$ cat src/rtl/core/slis_pkg.sv
`timescale 1ns / 1ps
`default_nettype none

package slis_pkg;

  // Store size and width of one stored entry.
  localparam int CAPACITY   = 32;
  localparam int VALUE_BITS = 32;

  // Derived widths: cell index and entry count.
  localparam int IDX_W = (CAPACITY > 1) ? $clog2(CAPACITY) : 1;
  localparam int CNT_W = $clog2(CAPACITY + 1);

  // Fixed field widths of the ports.
  localparam int FIELD_VAL_W = 32;
  localparam int FIELD_POS_W = 5;
  localparam int FIELD_CNT_W = 6;

  // Saturation limits of a stored entry, held wide enough for any width up to 64 bits.
  localparam logic signed [64:0] SAT_HI = (65'sd1 <<< (VALUE_BITS - 1)) - 65'sd1;
  localparam logic signed [64:0] SAT_LO = -SAT_HI - 65'sd1;

  // Command codes.
  localparam logic [1:0] CMD_APPEND = 2'd0;
  localparam logic [1:0] CMD_INSERT = 2'd1;
  localparam logic [1:0] CMD_DUMP   = 2'd2;

  typedef logic signed [VALUE_BITS-1:0] value_t;

  // One input beat.
  typedef struct packed {
    logic [1:0]                     cmd;
    logic signed [FIELD_VAL_W-1:0]  value_in;
  } in_t;

  // One result beat.
  typedef struct packed {
    logic signed [FIELD_VAL_W-1:0]  value_out;
    logic [FIELD_POS_W-1:0]         position;
    logic [FIELD_CNT_W-1:0]         count;
    logic                           overflow;
    logic                           empty_res;
    logic                           last;
  } out_t;

  // Control of one cell in the chain.
  typedef struct packed {
    logic ins;     // sorted insert this cycle
    logic app;     // append this cycle
    logic rot;     // rotate the ring one place toward cell zero
    logic valid;   // cell holds an entry
    logic at_end;  // cell is the first free one
  } cell_ctrl_t;

endpackage

`default_nettype wire

$ cat src/rtl/core/slis_cell.sv
`timescale 1ns / 1ps
`default_nettype none

module slis_cell import slis_pkg::*; (
  input  logic       clk,
  input  cell_ctrl_t ctrl,
  input  value_t     new_val,
  input  value_t     left_val,
  input  logic       left_gt,
  input  value_t     right_val,
  output value_t     val,
  output logic       gt
);

  // This entry, or one held before it, is larger than the incoming value.
  // The flag is carried along the chain, so every entry from the insert
  // place upward moves, even when appends have left the store out of order.
  always_comb begin
    gt = ctrl.valid && (left_gt || (val > new_val));
  end

  // On insert a larger entry moves up one place; the first larger or free cell takes the new value.
  always_ff @(posedge clk) begin
    if (ctrl.rot) begin
      val <= right_val;
    end else if (ctrl.ins && (gt || ctrl.at_end)) begin
      val <= left_gt ? left_val : new_val;
    end else if (ctrl.app && ctrl.at_end) begin
      val <= new_val;
    end
  end

endmodule

`default_nettype wire

$ cat src/rtl/core/sorted_list_insert.sv
`timescale 1ns / 1ps
`default_nettype none
// Channel   Handshake             Payload   Notes
// input     start / busy          item      beat taken when start && !busy
// result    strobe                result    one cycle per beat, no back-pressure
//
// Append and insert are taken while idle; the result is strobed in the next
// cycle and a new command may be taken in that same cycle.
// A dump holds busy while the cell chain rotates once
// around its ring; entries stream out one per cycle from cell zero.
// An empty dump and a full store give one result without raising busy.
// Reset clears the entry count and the state; no clearing pass is run.

module sorted_list_insert import slis_pkg::*; (
  input  logic clk,
  input  logic rst,
  input  logic start,
  output logic busy,
  input  in_t  item,
  output logic strobe,
  output out_t result
);

  typedef enum logic {ST_IDLE, ST_DUMP} state_t;

  state_t           state;
  logic [CNT_W-1:0] count;
  logic [IDX_W-1:0] dump_idx;

  logic             accept;
  logic             full;
  logic             do_ins;
  logic             do_app;
  logic signed [64:0] wide_in;
  value_t           sat_val;
  logic [IDX_W-1:0] ins_pos;

  cell_ctrl_t       ctrl  [CAPACITY];
  value_t           cval  [CAPACITY];
  logic             cgt   [CAPACITY];
  logic             place [CAPACITY];

  assign busy   = (state == ST_DUMP);
  assign accept = start && !busy;
  assign full   = (count >= CNT_W'(CAPACITY));
  assign do_ins = accept && (item.cmd == CMD_INSERT) && !full;
  assign do_app = accept && (item.cmd == CMD_APPEND) && !full;

  // Saturate the incoming value to the stored width.
  always_comb begin
    wide_in = 65'(item.value_in);
    if (wide_in > SAT_HI) begin
      sat_val = VALUE_BITS'(SAT_HI);
    end else if (wide_in < SAT_LO) begin
      sat_val = VALUE_BITS'(SAT_LO);
    end else begin
      sat_val = VALUE_BITS'(wide_in);
    end
  end

  // Per-cell control: occupancy and the first free place.
  always_comb begin
    for (int i = 0; i < CAPACITY; i++) begin
      ctrl[i].ins    = do_ins;
      ctrl[i].app    = do_app;
      ctrl[i].rot    = (state == ST_DUMP);
      ctrl[i].valid  = (CNT_W'(i) < count);
      ctrl[i].at_end = (CNT_W'(i) == count);
    end
  end

  // The chain of cells, closed into a ring for the dump rotation.
  for (genvar g = 0; g < CAPACITY; g++) begin : g_cell
    slis_cell u_cell (
      .clk       (clk),
      .ctrl      (ctrl[g]),
      .new_val   (sat_val),
      .left_val  ((g == 0) ? cval[0] : cval[(g + CAPACITY - 1) % CAPACITY]),
      .left_gt   ((g == 0) ? 1'b0 : cgt[(g + CAPACITY - 1) % CAPACITY]),
      .right_val (cval[(g + 1) % CAPACITY]),
      .val       (cval[g]),
      .gt        (cgt[g])
    );
  end

  // Insert position: the first cell that is larger or free.
  always_comb begin
    ins_pos = '0;
    for (int i = 0; i < CAPACITY; i++) begin
      place[i] = cgt[i] || ctrl[i].at_end;
    end
    for (int i = 0; i < CAPACITY; i++) begin
      if (place[i] && ((i == 0) || !place[(i + CAPACITY - 1) % CAPACITY])) begin
        ins_pos = ins_pos | IDX_W'(i);
      end
    end
  end

  // State, count and the result register.
  always_ff @(posedge clk) begin
    if (rst) begin
      state    <= ST_IDLE;
      count    <= '0;
      strobe   <= 1'b0;
      dump_idx <= '0;
    end else begin
      unique case (state)
        ST_IDLE: begin
          // Stores and an empty dump answer at once; a non-empty dump starts the ring.
          strobe <= accept && ((item.cmd == CMD_APPEND) || (item.cmd == CMD_INSERT) ||
                               ((item.cmd == CMD_DUMP) && (count == '0)));
          if (accept) begin
            if (item.cmd == CMD_DUMP) begin
              if (count == '0) begin
                result.value_out <= '0;
                result.position  <= '0;
                result.count     <= '0;
                result.overflow  <= 1'b0;
                result.empty_res <= 1'b1;
                result.last      <= 1'b1;
              end else begin
                state    <= ST_DUMP;
                dump_idx <= '0;
              end
            end else if ((item.cmd == CMD_APPEND) || (item.cmd == CMD_INSERT)) begin
              result.value_out <= FIELD_VAL_W'(sat_val);
              result.empty_res <= 1'b0;
              result.last      <= 1'b1;
              if (full) begin
                result.position <= '0;
                result.count    <= FIELD_CNT_W'(count);
                result.overflow <= 1'b1;
              end else begin
                count           <= count + CNT_W'(1);
                result.count    <= FIELD_CNT_W'(count + CNT_W'(1));
                result.overflow <= 1'b0;
                if (item.cmd == CMD_APPEND) begin
                  result.position <= FIELD_POS_W'(count);
                end else begin
                  result.position <= FIELD_POS_W'(ins_pos);
                end
              end
            end
          end
        end
        ST_DUMP: begin
          // Cell zero holds the entry at dump_idx while the ring turns.
          strobe           <= (CNT_W'(dump_idx) < count);
          result.value_out <= FIELD_VAL_W'(cval[0]);
          result.position  <= FIELD_POS_W'(dump_idx);
          result.count     <= FIELD_CNT_W'(count);
          result.overflow  <= 1'b0;
          result.empty_res <= 1'b0;
          result.last      <= ((CNT_W'(dump_idx) + CNT_W'(1)) == count);
          dump_idx         <= dump_idx + IDX_W'(1);
          if (dump_idx == IDX_W'(CAPACITY - 1)) begin
            state <= ST_IDLE;
          end
        end
        default: begin
          strobe <= 1'b0;
          state  <= ST_IDLE;
        end
      endcase
    end
  end

endmodule

`default_nettype wire

$ cat config.mk
export PLATFORM = sky130hd
export DESIGN_NAME = sorted_list_insert
export DESIGN_NICKNAME = d
export VERILOG_FILES = /design/src/rtl/core/slis_pkg.sv /design/src/rtl/core/slis_cell.sv /design/src/rtl/core/sorted_list_insert.sv
export SDC_FILE = /design/constraint.sdc
export NUM_CORES = 2
export LEC_CHECK = 0
export ABC_AREA = 1
export BUFFER_PORTS_ARGS = -buffer_cell sky130_fd_sc_hd__buf_4
export CAP_MARGIN = 5
export CELL_PAD_IN_SITES_DETAIL_PLACEMENT = 1
export CELL_PAD_IN_SITES_GLOBAL_PLACEMENT = 1
export CORE_ASPECT_RATIO = 0.9
export CORE_UTILIZATION = 50
export DETAILED_ROUTE_END_ITERATION = 8
export HOLD_SLACK_MARGIN = 0.02
export PLACE_DENSITY = 0.91
export RECOVER_POWER = 25
export SETUP_SLACK_MARGIN = 0.02
export SYNTH_ARGS = -nofsm -noshare
export SYNTH_HDL_FRONTEND = slang
export SYNTH_SLANG_ARGS = --single-unit
export TNS_END_PERCENT = 5
$ cat constraint.sdc
create_clock -name clk -period 9.5 [get_ports clk]
set_input_delay 0.475 -clock clk [delete_from_list [all_inputs] [get_ports clk]]
set_output_delay 0.475 -clock clk [all_outputs]
set_load 0.1 [all_outputs]
==> impl_metrics.yaml <==
outcome:
  status: "finished with violations"
  failed_checks: "max-capacitance violations, max-slew violations"
timing:
  min_period_ns: 8.82
  setup_slack_ns: 0.675
  relSlewSlack_pct: -196
  worst_slew_pin_slew_ns: 4.44
  setup_total_negative_slack_ns: 0
  setup_viol: 0
  finalHoldViolations: 0
  hold_ws_ns: 0.0662
  maxClockFrequency_mhz: 113
  rsz0062_at_grt: "no"
  maxSlewViolCount: 889
  fin_crit_sh_pct: 92.9
  skew_ns: 0.0379
power_and_ir_drop:
  ir_drop_mv: 0.175
  totalPowerFinal_mw: 13.3
  powerDensity_mw_per_mm2: 156
  leakagePower_nw: 33.7
worst_setup_path:
  r2r_slack_ns: 0.68
  cp.required_ns: 10.04
  r2r_start: "busy"
  worstSetupPathType: "reg2reg"
  critical_path.max_stage_delay_ns: 2.68
  cpMostUsedCell: "clkbuf_1"
  worst_ep_arrival_time_ns: 9.37
  cp-end-kind: "flip-flop"
  ff2ff_path_depth: 5
  slowest_stage: "clkbuf_1"
  critPathTopFamily: "buffers and inverters"
  worst-path-buf-inv: 3
  worstPathCellList: "inv_8 > clkbuf_1 > clkbuf_1 > nand2_1 > o21ai_0"
  crit_cells: 5
  startpoint: "busy"
  path_max_fanout: 172
  startpoint_type: "flip-flop"
yosys:
  yosysSeqAreaShare_pct: 41.0
  yosysUniqueCellTypes: 60
  synth_area_leaders: "edfxtp_1 41%, ha_1 16%, o21ai_0 13%"
  synthCells: 9657
  async_reset_ff_share_pct: 0
  yosys-top-cells-count: "2082 x nand2_1, 2032 x o21ai_0, 1110 x nor2_1, 1070 x edfxtp_1, 1034 x ha_1"
  yosys_warnings: 0
  synth_edf_count: 1070
  ys.flop_type: "edfxtp_1"
  syn-num-nets: 10700
  synth.avg_cell_area_um2: 8.19
  yosysTopAreaCell: "edfxtp_1"
  ys_ff_latch: 1083
  synth_most_common_cell: "nand2_1"
  synthDominantCellAreaShare_pct: 40.6
  netlist_area_mm2: 0.0791
floorplan:
  die_x_um: 421
  core_mm2: 0.157
  die_area_mm2: 0.160
  pin_count: 85
  rows: 138
  start_util_pct: 50.3
  die_h_um: 379
layout:
  final_util_pct: 54.2
  area_growth_pct: 7.75
  fin_nets: 10600
  nFillCells: 19000
  drive_gt1_share_pct: 4.82
route:
  drt_pass1_iterations: 8
  viasPerCell: 6.85
  vias: 80100
  drtIter0Drc: 11300
  drtAntennaViolNets: 0
  wl_per_cell_um: 30.1
  routed_wl_um: 352000
  drc: 0
job:
  drv_cap: 19
grt:
  grt_overflow: 0
  antenna_found_initial: 16
  grt_pass1_vias: 81100
  grt_usage_pct: 42.9
  grt_pass1_wl_um: 517000
  grt_start_max_net_pins: 190
worst_hold_path:
  hp-class: "in2reg"
  min_path_cells: 4
  hp-start: "item[33]"
clock_tree:
  cts_made_buffers: 130
  insertion_delay_ns: 0.80
  cts.repair.resized: 0
  cts_tree: "built"
  h-tree-depth: 4
  cts_root_buf: "clkbuf_16"
  clock_path_buffers: 3
  path_clk_slew_ns: 0.06
  clock_sinks: 1083
place:
  io_buffer_count: 84
  dp_hpwl_um: 242000
  pre_cts_slack_ns: 0.857
  place.gp.congestion: 1.01
## tightest hold or removal path, delay by kind of cell
kind	cells	cell delay, ns
buf+inv	2	0.19
simple gates	1	0.06
compound gates	1	0.07
## routing by layer
layer / up-vias / routed length (µm) / GRT usage [%]
li1: 33700 / - / -
met5: - / 49 / 0
met2: 5758 / 151000 / 64.6
met4: 8 / 27000 / 28.6
met3: 1508 / 45100 / 11.2
met1: 39100 / 129000 / 54.4
## per-stage QoR
step                area [µm²]  instances
finish                   85200      11700
global route             85200      11700
CTS                      85400      11700
detailed placement       81400      11500
global placement         81400      11500
floorplan                79100       9657
## power by group
| group | leakage [nW] | internal [mW] | switching (mW) | total, mW |
|---|---|---|---|---|
| clock network | 1.94 | 2.80 | 2.20 | 5.01 |
| registers | 9.88 | 5.60 | 0.284 | 5.88 |
| logic | 21.9 | 0.679 | 1.72 | 2.40 |
## cell type report
| type | count | area [µm²] | area share, % |
|---|---|---|---|
| diodes | 11 | 27.5 | 0.0323 |
| inverters | 417 | 1570 | 1.85 |
| repair buffers | 255 | 1680 | 1.97 |
| clock buffers | 173 | 3540 | 4.16 |
| flip-flops and latches | 1083 | 32400 | 38.0 |
| well taps | 2100 | 2630 | 3.08 |
| multi-input cells | 7603 | 42900 | 50.4 |
| clock inverters | 54 | 453 | 0.532 |
## placed cells by master, fill, tap and decap left out, types with 10 or more instances in the layout
cell type / Yosys / final
inv_1: 409 / 376
a21oi_1: 625 / 625
nor3_1: 50 / 50
o21ai_0: 2032 / 2031
nand3_1: 222 / 222
clkinv_1: 4 / 28
nand2_2: 32 / 33
o221ai_1: 22 / 22
nand4_1: 95 / 95
nor4_1: 44 / 44
clkbuf_16: 0 / 136
o21ai_1: 30 / 29
edfxtp_1: 1070 / 1070
o211ai_1: 22 / 22
nor2_1: 1110 / 1109
o21a_1: 21 / 21
o2111ai_1: 17 / 17
a211oi_1: 40 / 40
ha_1: 1034 / 1034
diode_2: 0 / 11
nand2_1: 2082 / 2081
a221oi_1: 10 / 10
dfxtp_1: 13 / 13
buf_4: 12 / 186
clkinv_2: 0 / 15
clkbuf_1: 471 / 104
o21bai_1: 13 / 13
inv_2: 4 / 35
a31oi_1: 11 / 11
## timing repair
action                                 in CTS  in global routing
hold buffers                                1                  0
buffers inserted                            0                  0
endpoints found under the hold margin       7                  0
## kinds of logic after synthesis
| group | count (synthesis) | share of synthesized area, % |
|---|---|---|
| flip-flops | 1083 | 41.0 |
| AO/OA/AOI/OAI | 2875 | 18.9 |
| adder cells (fa/ha/maj) | 1034 | 16.4 |
| buffers and inverters | 971 | 4.82 |
| XOR/XNOR | 15 | 0.166 |
| AND/OR/NAND/NOR | 3679 | 18.8 |
## flip-flops by register name (all words and copies together), names as in the netlist
| name | count |
|---|---|
| strobe | 1 |
| busy | 1 |
| result | 46 |
| count | 6 |
| g_cell.u_cell.val | 1024 |
| dump_idx | 5 |
## path summary, 6_finish.rpt
| kind | end |
|---|---|
| max | result[16] |
| min reg2reg | dump_idx[4] |
| min | count[5] |
| max reg2reg | result[16] |
Power figures use the tool's default switching activity.
